`config.mk`:
```
export PLATFORM = sky130hd
export DESIGN_NAME = blit_rectangle_clip_and_direction
export DESIGN_NICKNAME = d
export VERILOG_FILES = /design/src/design/blit_pkg.sv /design/src/design/blit_rectangle_clip_and_direction.sv
export SDC_FILE = /design/constraint.sdc
export NUM_CORES = 2
export LEC_CHECK = 0
export ABC_AREA = 1
export BUFFER_PORTS_ARGS = -buffer_cell sky130_fd_sc_hd__buf_2
export CAP_MARGIN = 20
export CORE_MARGIN = 2
export CORE_UTILIZATION = 29
export CTS_CLUSTER_DIAMETER = 100
export CTS_CLUSTER_SIZE = 24
export DETAILED_ROUTE_END_ITERATION = 10
export PLACE_DENSITY = 0.54
export SYNTH_ARGS = -nofsm -noshare
export SYNTH_HDL_FRONTEND = slang
export SYNTH_SLANG_ARGS = --single-unit
```
`constraint.sdc`:
```
create_clock -name clock -period 12.95 [get_ports clock]
set_input_delay 0.6475 -clock clock [delete_from_list [all_inputs] [get_ports clock]]
set_output_delay 0.6475 -clock clock [all_outputs]
set_load 0.1 [all_outputs]
```
`src/design/blit_pkg.sv`:
```
`timescale 1ns / 1ps
// ----------------------------------------------------------------------------
// blit_pkg
// shared widths, register indexes and pipeline word types of the blit
// rectangle clip front end
// ----------------------------------------------------------------------------
package blit_pkg;

   // surface size registers
   localparam int CFG_W      = 15;
   localparam int MAX_DIM_DEF = 16384;

   // request coordinates and sizes
   localparam int REQ_W = 16;

   // signed working width of the clip chain, room for a few 16-bit steps
   localparam int SW = 19;

   // result corner and offset widths
   localparam int CRD_W = 14;
   localparam int OFF_W = 28;

   // row times surface width, and the linear start position with x added
   localparam int PROD_W = 2 * CFG_W;
   localparam int LIN_W  = PROD_W + 1;

   // configuration register indexes
   localparam int CSR_IDX_W = 2;
   localparam logic [CSR_IDX_W-1:0] CSR_SOURCE_WIDTH  = 2'd0;
   localparam logic [CSR_IDX_W-1:0] CSR_SOURCE_HEIGHT = 2'd1;
   localparam logic [CSR_IDX_W-1:0] CSR_TARGET_WIDTH  = 2'd2;
   localparam logic [CSR_IDX_W-1:0] CSR_TARGET_HEIGHT = 2'd3;

   // captured request word
   typedef struct packed {
      logic [REQ_W-1:0] src_x;
      logic [REQ_W-1:0] src_y;
      logic [REQ_W-1:0] width;
      logic [REQ_W-1:0] height;
      logic [REQ_W-1:0] dst_x;
      logic [REQ_W-1:0] dst_y;
      logic             same;
   } req_type;

   // clipped rectangle word
   typedef struct packed {
      logic             empty;
      logic             same;
      logic [CFG_W-1:0] src_x;
      logic [CFG_W-1:0] src_y;
      logic [CFG_W-1:0] dst_x;
      logic [CFG_W-1:0] dst_y;
      logic [CFG_W-1:0] width;
      logic [CFG_W-1:0] height;
   } clip_type;

   // row products word
   typedef struct packed {
      logic              empty;
      logic              same;
      logic [CFG_W-1:0]  src_x;
      logic [CFG_W-1:0]  src_y;
      logic [CFG_W-1:0]  dst_x;
      logic [CFG_W-1:0]  dst_y;
      logic [CFG_W-1:0]  width;
      logic [CFG_W-1:0]  height;
      logic [PROD_W-1:0] src_top;
      logic [PROD_W-1:0] dst_top;
      logic [PROD_W-1:0] src_bot;
      logic [PROD_W-1:0] dst_bot;
   } prod_type;

   // result word
   typedef struct packed {
      logic             empty;
      logic [CRD_W-1:0] src_x;
      logic [CRD_W-1:0] src_y;
      logic [CRD_W-1:0] dst_x;
      logic [CRD_W-1:0] dst_y;
      logic [CFG_W-1:0] width;
      logic [CFG_W-1:0] height;
      logic             reverse;
      logic [OFF_W-1:0] src_off;
      logic [OFF_W-1:0] dst_off;
   } rsp_type;

endpackage

```
`src/design/blit_rectangle_clip_and_direction.sv`:
```
`timescale 1ns / 1ps
// ----------------------------------------------------------------------------
// blit_rectangle_clip_and_direction
// clips a blit request against source and destination surfaces and picks
// the copy direction for overlapping copies within one surface
// ----------------------------------------------------------------------------
// Each request word (source corner, size, destination corner, same-surface
// flag) is clipped against the source surface (right, left, bottom, top) and
// then the destination surface in that order; a left or top clip on one side
// shifts the corner on the other side by the same amount. When nothing is
// left the result word has rsp_empty_res set and every other field zero.
// For a copy within one surface the linear start positions y * width + x
// are compared: if the source starts after the destination the copy runs
// forward, otherwise rsp_reverse_order is set (rows bottom-up, each row end
// first). The offsets give the start of the first copied row on each side.
// The block takes one word per cycle unless all stages are full behind a
// stalled result; it is a four-deep pipeline (input capture, clip, row
// multiplies, compare and offset add) where any empty stage closes up under
// a stalled output. Surface sizes must be written through the csr port only
// while the block is idle, which the block does not enforce; a written value
// above MAX_DIM is saturated to MAX_DIM. csr_ready is always high.
// ----------------------------------------------------------------------------
module blit_rectangle_clip_and_direction
   import blit_pkg::*;
#(
   parameter int MAX_DIM = MAX_DIM_DEF
) (
   input  logic                 clock,
   input  logic                 reset,

   // configuration write channel
   input  logic                 csr_valid,
   output logic                 csr_ready,
   input  logic [CSR_IDX_W-1:0] csr_index,
   input  logic [CFG_W-1:0]     csr_wdata,

   // request channel
   input  logic                 req_valid,
   output logic                 req_ready,
   input  logic [REQ_W-1:0]     req_src_x,
   input  logic [REQ_W-1:0]     req_src_y,
   input  logic [REQ_W-1:0]     req_width,
   input  logic [REQ_W-1:0]     req_height,
   input  logic [REQ_W-1:0]     req_dst_x,
   input  logic [REQ_W-1:0]     req_dst_y,
   input  logic                 req_same_surface,

   // result channel
   output logic                 rsp_valid,
   input  logic                 rsp_ready,
   output logic                 rsp_empty_res,
   output logic [CRD_W-1:0]     rsp_out_src_x,
   output logic [CRD_W-1:0]     rsp_out_src_y,
   output logic [CRD_W-1:0]     rsp_out_dst_x,
   output logic [CRD_W-1:0]     rsp_out_dst_y,
   output logic [CFG_W-1:0]     rsp_out_width,
   output logic [CFG_W-1:0]     rsp_out_height,
   output logic                 rsp_reverse_order,
   output logic [OFF_W-1:0]     rsp_src_first_offset,
   output logic [OFF_W-1:0]     rsp_dst_first_offset
);

   // -------------------------------------------------------------------------
   // surface size registers
   // -------------------------------------------------------------------------
   logic [CFG_W-1:0] src_w_ff, src_h_ff, dst_w_ff, dst_h_ff;
   logic [CFG_W-1:0] csr_sat;

   assign csr_ready = 1'b1;

   // clamp to the largest surface dimension
   always_comb begin
      csr_sat = csr_wdata;
      if ({{(32-CFG_W){1'b0}}, csr_wdata} > 32'(MAX_DIM)) begin
         csr_sat = CFG_W'(MAX_DIM);
      end
   end

   always_ff @(posedge clock) begin
      if (reset) begin
         src_w_ff <= '0;
         src_h_ff <= '0;
         dst_w_ff <= '0;
         dst_h_ff <= '0;
      end else if (csr_valid && csr_ready) begin
         unique case (csr_index)
            CSR_SOURCE_WIDTH:  src_w_ff <= csr_sat;
            CSR_SOURCE_HEIGHT: src_h_ff <= csr_sat;
            CSR_TARGET_WIDTH:  dst_w_ff <= csr_sat;
            CSR_TARGET_HEIGHT: dst_h_ff <= csr_sat;
            default: ;
         endcase
      end
   end

   // -------------------------------------------------------------------------
   // pipeline flow control: a stage loads when it is empty or moves on
   // -------------------------------------------------------------------------
   logic     v0_ff, v1_ff, v2_ff, rsp_v_ff;
   logic     adv_out, adv2, adv1;
   req_type  s0_ff, s0_in;
   clip_type s1_ff, s1_in;
   prod_type s2_ff, s2_in;
   rsp_type  rsp_ff, rsp_in;

   assign adv_out   = !rsp_v_ff || rsp_ready;
   assign adv2      = !v2_ff || adv_out;
   assign adv1      = !v1_ff || adv2;
   assign req_ready = !v0_ff || adv1;

   always_ff @(posedge clock) begin
      if (reset) begin
         v0_ff    <= 1'b0;
         v1_ff    <= 1'b0;
         v2_ff    <= 1'b0;
         rsp_v_ff <= 1'b0;
      end else begin
         if (req_ready) v0_ff    <= req_valid;
         if (adv1)      v1_ff    <= v0_ff;
         if (adv2)      v2_ff    <= v1_ff;
         if (adv_out)   rsp_v_ff <= v2_ff;
      end
   end

   // payload registers, no reset needed
   always_ff @(posedge clock) begin
      if (req_ready) s0_ff  <= s0_in;
      if (adv1)      s1_ff  <= s1_in;
      if (adv2)      s2_ff  <= s2_in;
      if (adv_out)   rsp_ff <= rsp_in;
   end

   // -------------------------------------------------------------------------
   // stage 0: capture the request word
   // -------------------------------------------------------------------------
   always_comb begin
      s0_in.src_x  = req_src_x;
      s0_in.src_y  = req_src_y;
      s0_in.width  = req_width;
      s0_in.height = req_height;
      s0_in.dst_x  = req_dst_x;
      s0_in.dst_y  = req_dst_y;
      s0_in.same   = req_same_surface;
   end

   // -------------------------------------------------------------------------
   // stage 1: clip chain
   // horizontal and vertical chains are independent, four steps each;
   // once empty is set the later values no longer matter
   // -------------------------------------------------------------------------
   logic signed [SW-1:0] sx, sy, dx, dy, cw, ch;
   logic signed [SW-1:0] sw_s, sh_s, tw_s, th_s;
   logic                 clip_empty;

   always_comb begin
      sw_s = SW'($signed({1'b0, src_w_ff}));
      sh_s = SW'($signed({1'b0, src_h_ff}));
      tw_s = SW'($signed({1'b0, dst_w_ff}));
      th_s = SW'($signed({1'b0, dst_h_ff}));

      sx = SW'($signed(s0_ff.src_x));
      sy = SW'($signed(s0_ff.src_y));
      dx = SW'($signed(s0_ff.dst_x));
      dy = SW'($signed(s0_ff.dst_y));
      cw = SW'($signed(s0_ff.width));
      ch = SW'($signed(s0_ff.height));

      clip_empty = (cw <= 0) || (ch <= 0);

      // source right and left edges
      if (sx + cw > sw_s) cw = sw_s - sx;
      clip_empty = clip_empty || (cw <= 0);
      if (sx < 0) begin
         dx = dx - sx;
         cw = cw + sx;
         sx = '0;
      end
      clip_empty = clip_empty || (cw <= 0);

      // source bottom and top edges
      if (sy + ch > sh_s) ch = sh_s - sy;
      clip_empty = clip_empty || (ch <= 0);
      if (sy < 0) begin
         dy = dy - sy;
         ch = ch + sy;
         sy = '0;
      end
      clip_empty = clip_empty || (ch <= 0);

      // destination right and left edges
      if (dx + cw > tw_s) cw = tw_s - dx;
      clip_empty = clip_empty || (cw <= 0);
      if (dx < 0) begin
         sx = sx - dx;
         cw = cw + dx;
         dx = '0;
      end
      clip_empty = clip_empty || (cw <= 0);

      // destination bottom and top edges
      if (dy + ch > th_s) ch = th_s - dy;
      clip_empty = clip_empty || (ch <= 0);
      if (dy < 0) begin
         sy = sy - dy;
         ch = ch + dy;
         dy = '0;
      end
      clip_empty = clip_empty || (ch <= 0);

      // surviving corners lie below the surface sizes, sizes do not exceed them
      s1_in.empty  = clip_empty;
      s1_in.same   = s0_ff.same;
      s1_in.src_x  = sx[CFG_W-1:0];
      s1_in.src_y  = sy[CFG_W-1:0];
      s1_in.dst_x  = dx[CFG_W-1:0];
      s1_in.dst_y  = dy[CFG_W-1:0];
      s1_in.width  = cw[CFG_W-1:0];
      s1_in.height = ch[CFG_W-1:0];
   end

   // -------------------------------------------------------------------------
   // stage 2: row start products for top and bottom rows on both sides
   // -------------------------------------------------------------------------
   logic [CFG_W-1:0] src_bot_row, dst_bot_row;

   always_comb begin
      src_bot_row = s1_ff.src_y + s1_ff.height - CFG_W'(1);
      dst_bot_row = s1_ff.dst_y + s1_ff.height - CFG_W'(1);

      s2_in.empty   = s1_ff.empty;
      s2_in.same    = s1_ff.same;
      s2_in.src_x   = s1_ff.src_x;
      s2_in.src_y   = s1_ff.src_y;
      s2_in.dst_x   = s1_ff.dst_x;
      s2_in.dst_y   = s1_ff.dst_y;
      s2_in.width   = s1_ff.width;
      s2_in.height  = s1_ff.height;
      s2_in.src_top = PROD_W'(s1_ff.src_y) * PROD_W'(src_w_ff);
      s2_in.dst_top = PROD_W'(s1_ff.dst_y) * PROD_W'(dst_w_ff);
      s2_in.src_bot = PROD_W'(src_bot_row) * PROD_W'(src_w_ff);
      s2_in.dst_bot = PROD_W'(dst_bot_row) * PROD_W'(dst_w_ff);
   end

   // -------------------------------------------------------------------------
   // stage 3: direction and first row offsets
   // -------------------------------------------------------------------------
   logic [LIN_W-1:0] lin_src, lin_dst, off_src, off_dst;
   logic             rev;

   always_comb begin
      lin_src = LIN_W'(s2_ff.src_top) + LIN_W'(s2_ff.src_x);
      lin_dst = LIN_W'(s2_ff.dst_top) + LIN_W'(s2_ff.dst_x);

      // source not strictly after destination: copy bottom-up, end first
      rev = s2_ff.same && !(lin_src > lin_dst);

      off_src = LIN_W'(rev ? s2_ff.src_bot : s2_ff.src_top) + LIN_W'(s2_ff.src_x);
      off_dst = LIN_W'(rev ? s2_ff.dst_bot : s2_ff.dst_top) + LIN_W'(s2_ff.dst_x);

      rsp_in = '0;
      rsp_in.empty = 1'b1;
      if (!s2_ff.empty) begin
         rsp_in.empty   = 1'b0;
         rsp_in.src_x   = s2_ff.src_x[CRD_W-1:0];
         rsp_in.src_y   = s2_ff.src_y[CRD_W-1:0];
         rsp_in.dst_x   = s2_ff.dst_x[CRD_W-1:0];
         rsp_in.dst_y   = s2_ff.dst_y[CRD_W-1:0];
         rsp_in.width   = s2_ff.width;
         rsp_in.height  = s2_ff.height;
         rsp_in.reverse = rev;
         rsp_in.src_off = off_src[OFF_W-1:0];
         rsp_in.dst_off = off_dst[OFF_W-1:0];
      end
   end

   // -------------------------------------------------------------------------
   // result ports
   // -------------------------------------------------------------------------
   assign rsp_valid            = rsp_v_ff;
   assign rsp_empty_res        = rsp_ff.empty;
   assign rsp_out_src_x        = rsp_ff.src_x;
   assign rsp_out_src_y        = rsp_ff.src_y;
   assign rsp_out_dst_x        = rsp_ff.dst_x;
   assign rsp_out_dst_y        = rsp_ff.dst_y;
   assign rsp_out_width        = rsp_ff.width;
   assign rsp_out_height       = rsp_ff.height;
   assign rsp_reverse_order    = rsp_ff.reverse;
   assign rsp_src_first_offset = rsp_ff.src_off;
   assign rsp_dst_first_offset = rsp_ff.dst_off;

   // -------------------------------------------------------------------------
   // assertions
   // -------------------------------------------------------------------------
`ifndef SYNTHESIS
   // an empty result carries zero size, direction and offsets
   a_empty_zero : assert property (@(posedge clock) disable iff (reset)
      (rsp_valid && rsp_empty_res) |->
         (rsp_out_width == '0 && rsp_out_height == '0 && !rsp_reverse_order &&
          rsp_src_first_offset == '0 && rsp_dst_first_offset == '0))
      else $error("empty result with nonzero fields");

   // a non-empty result has a real size
   a_size_nonzero : assert property (@(posedge clock) disable iff (reset)
      (rsp_valid && !rsp_empty_res) |-> (rsp_out_width != '0 && rsp_out_height != '0))
      else $error("non-empty result with zero size");

   // clipped source corner lies inside the source surface
   a_src_inside : assert property (@(posedge clock) disable iff (reset)
      (rsp_valid && !rsp_empty_res) |->
         ({1'b0, rsp_out_src_x} < src_w_ff && {1'b0, rsp_out_src_y} < src_h_ff))
      else $error("clipped source corner outside surface");

   // input stalls only when every stage holds a word behind a stalled result
   a_stall_full : assert property (@(posedge clock) disable iff (reset)
      !req_ready |-> (rsp_valid && !rsp_ready && v0_ff && v1_ff && v2_ff))
      else $error("request stalled with room in the pipeline");
`endif

endmodule

```
# ---- Yosys cells after proc, flatten, opt, wreduce, memory -nomap -nowiden
# Cells that the tools add are included.
dict set report classes {
  n_addsub 24
  multipliers 4
  n_lt_le_gt_ge 20
  n_eq_ne 3
  muxes 18
  reduce_logical 24
}
# operator count
set op_table {}
lappend op_table {{$mux 19} 10}
lappend op_table {{$le 19x1->1 const B} 8}
lappend op_table {{$mux 144} 1}
lappend op_table {{$add 19x19->19} 4}
lappend op_table {{$mux 15} 5}
lappend op_table {{$sub 16x16->17} 4}
lappend op_table {{$add 30x15->31} 2}
lappend op_table {{$mul 15x15->30} 2}
lappend op_table {{$add 28x15->28} 2}
lappend op_table {{$mul 15x15->28} 2}
lappend op_table {{$mux 28} 2}
lappend op_table {{$add 19x16->19} 2}
lappend op_table {{$gt 19x16->1} 2}
lappend op_table {{$lt 19x1->1 const B} 2}
lappend op_table {{$sub 16x19->19} 2}
lappend op_table {{$add 16x16->17} 2}
lappend op_table {{$gt 17x16->1} 2}
lappend op_table {{$le 16x1->1 const B} 2}
lappend op_table {{$lt 16x1->1 const B} 2}
lappend op_table {{$gt 31x31->1} 1}
lappend op_table {{$add 15x15->15} 2}
lappend op_table {{$sub 15x1->15 const B} 2}
lappend op_table {{$sub 15x15->15} 2}
lappend op_table {{$gt 15x15->1 const B} 1}
lappend op_table {{other kinds (7)} 27}
dict set report totals {
  ff_bits 603
  in_bits 119
  output_inout_bits 147
  elab_cells 138
}

# ---- Longest topological paths before layout
dict set report depth {
  word_depth 14
  mapped_depth 81
  depth_no_buf 79
}

# ---- Least setup slack after synthesis
# OpenSTA, ideal clock, no wires.
dict set report synth_timing {
  kind {flip-flop to output port}
  from {register rsp_v_ff (netlist: rsp_valid)}
  to {output req_ready}
  arrival_time_ns 10.997
  required_ns 12.302
  slack_ns 1.306
  path_stages_with_launch 8
  path_buffers 0
  cell_sequence {dfxtp_1 inv_1 nor2_1 inv_1 nor2_1 inv_1 nor2_1 nand2_1}
}
dict set report synth_via {
  elab_chain_len 5
}
# element line
set synth_rtl {}
lappend synth_rtl {{start: declaration} blit_rectangle_clip_and_direction.sv:99} ;# logic v0_ff, v1_ff, v2_ff, rsp_v_ff;
lappend synth_rtl {{start signal: assignment} blit_rectangle_clip_and_direction.sv:121} ;# if (adv_out) rsp_v_ff <= v2_ff;
lappend synth_rtl {{$logic_not 1->1} blit_rectangle_clip_and_direction.sv:106} ;# assign adv_out = !rsp_v_ff || rsp_ready;
lappend synth_rtl {{$logic_or 1x1->1} blit_rectangle_clip_and_direction.sv:106}
lappend synth_rtl {{named net adv_out} blit_rectangle_clip_and_direction.sv:100} ;# logic adv_out, adv2, adv1;
lappend synth_rtl {{$logic_or 1x1->1} blit_rectangle_clip_and_direction.sv:107} ;# assign adv2 = !v2_ff || adv_out;
lappend synth_rtl {{named net adv2} blit_rectangle_clip_and_direction.sv:100}
lappend synth_rtl {{$logic_or 1x1->1} blit_rectangle_clip_and_direction.sv:108} ;# assign adv1 = !v1_ff || adv2;
lappend synth_rtl {{$logic_or 1x1->1} blit_rectangle_clip_and_direction.sv:109} ;# assign req_ready = !v0_ff || adv1;
lappend synth_rtl {{end: declaration} blit_rectangle_clip_and_direction.sv:39} ;# output logic req_ready,
# The timed path passes the listed nets, and every way through them passes these cells.

# ---- Worst setup path in the final report
dict set report layout_timing {
  from {register s0_ff[81] (netlist bit)}
  to {register s1_ff[91] (netlist bit) (data pin)}
}
dict set report layout_via {
  elab_chain_len 14
  word_cells_on_any_way 28
  cone_classes {add/sub: 7; order compare: 8; mux: 5; reduce/logical: 8}
}
# element line
set layout_rtl {}
lappend layout_rtl {{start: declaration} blit_rectangle_clip_and_direction.sv:101} ;# req_type s0_ff, s0_in;
lappend layout_rtl {{start signal: assignment} blit_rectangle_clip_and_direction.sv:127} ;# if (req_ready) s0_ff <= s0_in;
lappend layout_rtl {{$add 16x16->17} blit_rectangle_clip_and_direction.sv:171} ;# if (sx + cw > sw_s) cw = sw_s - sx;
lappend layout_rtl {{$gt 17x16->1} blit_rectangle_clip_and_direction.sv:171}
lappend layout_rtl {{$mux 19} blit_rectangle_clip_and_direction.sv:171}
lappend layout_rtl {{$add 19x16->19} blit_rectangle_clip_and_direction.sv:175} ;# cw = cw + sx;
lappend layout_rtl {{$mux 19} blit_rectangle_clip_and_direction.sv:173} ;# if (sx < 0) begin
lappend layout_rtl {{$add 19x19->19} blit_rectangle_clip_and_direction.sv:191} ;# if (dx + cw > tw_s) cw = tw_s - dx;
lappend layout_rtl {{$gt 19x16->1} blit_rectangle_clip_and_direction.sv:191}
lappend layout_rtl {{$mux 19} blit_rectangle_clip_and_direction.sv:191}
lappend layout_rtl {{$add 19x19->19} blit_rectangle_clip_and_direction.sv:195} ;# cw = cw + dx;
lappend layout_rtl {{$mux 19 (*)} blit_rectangle_clip_and_direction.sv:193} ;# if (dx < 0) begin
lappend layout_rtl {{named net cw[12]} blit_rectangle_clip_and_direction.sv:151} ;# logic signed [SW-1:0] sx, sy, dx, dy, cw, ch;
lappend layout_rtl {{$le 19x1->1 (*)} blit_rectangle_clip_and_direction.sv:198} ;# clip_empty = clip_empty || (cw <= 0);
lappend layout_rtl {{$logic_or 1x1->1 (*)} blit_rectangle_clip_and_direction.sv:198}
lappend layout_rtl {{$logic_or 1x1->1 (*)} blit_rectangle_clip_and_direction.sv:202} ;# clip_empty = clip_empty || (ch <= 0);
lappend layout_rtl {{$logic_or 1x1->1 (*)} blit_rectangle_clip_and_direction.sv:208} ;# clip_empty = clip_empty || (ch <= 0);
lappend layout_rtl {{named net clip_empty} blit_rectangle_clip_and_direction.sv:153} ;# logic clip_empty;
lappend layout_rtl {{end signal: assignment} blit_rectangle_clip_and_direction.sv:128} ;# if (adv1) s1_ff <= s1_in;
lappend layout_rtl {{end: declaration} blit_rectangle_clip_and_direction.sv:102} ;# clip_type s1_ff, s1_in;
# The timed path passes the listed nets; every way through them passes the cells marked *.
# A chain may end at the register's enable or synchronous reset.

==> out/results.ini <==
[status]
status=finished clean

[place]
pre_cts_ws_ns=1.03
dp_hpwl_mm=207
placed_cells=11700
gp_congestion=0.966
place_area_sq_um=75300
port_buffers=264

[power]
p_total_mw=16.1
power_frac_clock_pct=11.0
combPwrFrac_pct=70.4
power.switching_mw=8.75
switching_share_pct=54.5
power_density_nw_per_um2=208
ir_drop_mv=0.227
p_int_mw=7.32
p_leak_nw=39.0
p_seq_share_pct=18.6

[synthesis]
syn_area_sq_um=70200
synth_nets=10000
avgSynthCellArea_sq_um=8.36
synthTopCellsByCount=nand2_1, inv_1, ha_1
ys_seq_area_share_pct=24.9
synth.distinct_cells=66
synth.area.top_cells=edfxtp_1, fa_1, ha_1, nand2_1, inv_1
synth_seq_cells=603
synth.most_common_cell=nand2_1
synth_largest_area_cell=edfxtp_1
async_reset_ff_share_pct=0
netlist.area_leader.share_pct=23.0
synth_cells=8402
synthFlopType=edfxtp_1
yosys_warnings=0
synth_edf_count=539

[detailed_routing]
drc=0
ant_nets=0
vias_per_cell=4.82
drt-wirelength-per-cell_um=21.8
first_iter_violations=4475
drt_pass1_iterations=6
wl_mm=257
vias=56900

[clocking]
cts.sinks=603
insertion_delay_ns=0.73
cts_tree=built
cts_buffer_depth=3
path_clk_slew_ns=0.09
cts-buffers-inserted=50
clock-root-buffer=clkbuf_16
htree_levels=2

[global_route]
grt_max_degree=90
antenna_found_initial=44
grt_usage_pct=20.7
grt_pass1_wl_mm=378
grt_pass1_vias=57400
overflow=0

[floorplan]
row_count=180
fp.dieW_um=496
ios=266
initial_utilization_pct=29.2
dieArea_sq_um=246000
core_area_sq_um=241000
die_y_um=496

[timing]
period_needed_ns=11.78
finalClockSkew_ns=0.0515
setup_viol_count_final=0
slew_headroom_pct=21.3
rsz0062_at_grt=no
fmax_mhz=84.9
holdWs_ns=0.0751
slew_violations=0
fin_crit_sh_pct=90.9
tightest_slew_ns=1.17
fin_ws_ns=1.17
hold_violations=0
tns_ns=0

[job]
drv_cap=0

[worst_setup_path]
crit_slowest_cell=edfxtp_1
worstPathArrival_ns=12.23
cp-start-kind=flip-flop
worstSetupPathType=reg2reg
slowest_delay_ns=0.55
cp-end-kind=flip-flop
rr_worst_depth=65
cp.required_ns=13.41
crit_top_cell=nand2_1
path_max_fanout=23

[hold_path]
hold_path.class=in2reg
worstHoldPathCells=1

[layout]
fin_nets=10200
syn_to_final_growth_pct=9.95
layout-drive-gt1-share_pct=7.08
fin_cells=11800
stdcell_area_sq_um=77200
final_util_pct=32.1

-- worst max-delay path: cells and delay by family (launching register included) --
kind / cells / cell delay (ns)
buffers and inverters: 7 / 0.85
flip-flops: 1 / 0.55
AND/OR/NAND/NOR: 30 / 3.52
XOR/XNOR: 4 / 0.61
AO/OA/AOI/OAI: 16 / 3.30
adder cells (fa/ha/maj): 8 / 2.68
-- registers in the layout (all words and copies together), names as in the netlist, 15 cells and up --
register              count
dst_h_ff                 15
dst_w_ff                 15
rsp_dst_first_offset     28
rsp_out_height           15
rsp_out_width            15
rsp_src_first_offset     28
s0_ff                    97
s1_ff                    92
s2_ff                   206
src_h_ff                 15
src_w_ff                 15
-- cell usage in the layout (no fill, tap or decap), types with 9 or more instances in the layout --
| cell type | count |
|---|---|
| nand4_1 | 44 |
| ha_1 | 817 |
| nand3_2 | 16 |
| nand3_1 | 217 |
| nand2_2 | 16 |
| a21oi_1 | 552 |
| o21ai_2 | 15 |
| a21boi_0 | 15 |
| o21ai_1 | 55 |
| xnor2_1 | 129 |
| clkbuf_16 | 50 |
| mux2_2 | 30 |
| diode_2 | 11 |
| dfxtp_1 | 64 |
| nand3b_1 | 11 |
| nor3_2 | 10 |
| inv_1 | 1661 |
| nor3_1 | 56 |
| o31ai_1 | 15 |
| a21o_1 | 21 |
| o21bai_1 | 32 |
| fa_1 | 688 |
| a31oi_1 | 35 |
| or2_2 | 39 |
| buf_2 | 264 |
| nand2_1 | 1795 |
| o211ai_1 | 15 |
| xor2_1 | 245 |
| o21ai_0 | 329 |
| nor4_1 | 19 |
| o21a_1 | 29 |
| a211oi_1 | 9 |
| buf_4 | 105 |
| nor2_1 | 552 |
| edfxtp_1 | 539 |
| clkinv_1 | 10 |
-- repair_timing --
item | in CTS | in global routing
gates resized for setup | 0 | 10
setup buffers | 0 | 3
setup endpoints to repair | 0 | 1
hold buffers | 0 | 0
-- final timing paths --
kind	to	slack (ns)	startpoint
setup / recovery	s1_ff[91]	1.17	s0_ff[81]
hold / removal	s0_ff[79]	0.08	req_src_y[14]
setup reg to reg	s1_ff[91]	1.17	s0_ff[81]
hold reg to reg	s2_ff[178]	0.42	s1_ff[58]
-- power groups by stage --
stage	registers, mW	clock network, mW	logic (mW)
floorplan	2.89	0	7.86
global placement	3.04	0	11.1
detailed placement	3.04	0	11.2
CTS	3.00	1.83	11.3
global route	3.02	1.88	12.7
finish	2.99	1.77	11.3
-- cells by family (layout without fill, tap and decap cells) --
| logic type | count (synthesis) | after routing | share of synthesized area [%] |
|---|---|---|---|
| flops | 603 | 603 | 24.9 |
| other cells | 1 | 12 | 0.00534 |
| fa+ha+maj | 1505 | 1505 | 34.2 |
| mux | 31 | 31 | 0.495 |
| simple gates | 2792 | 2792 | 16.2 |
| buf+inv | 1938 | 2139 | 10.5 |
| compound gates | 1155 | 1155 | 9.02 |
| xor+xnor | 377 | 377 | 4.75 |
-- metal layers --
layer	vias to the layer above	part of all wire (%)	track usage, %
met5	-	0.083	0
met4	32	4.4	7.99
met2	1810	45	33.6
met1	27700	44	27.9
met3	385	6.3	3.01
li1	26900	-	-
-- layout make-up --
cell class,instances,area (sq um)
Tap cell,3185,3990
Sequential cell,603,17500
Clock inverter,37,576
Multi-Input combinational cell,5861,45500
Inverter,1679,6320
Antenna cell,11,27.5
Fill cell,25300,164000
Timing Repair Buffer,369,2110
Clock buffer,54,1270
(Power assumes the default switching activity.)
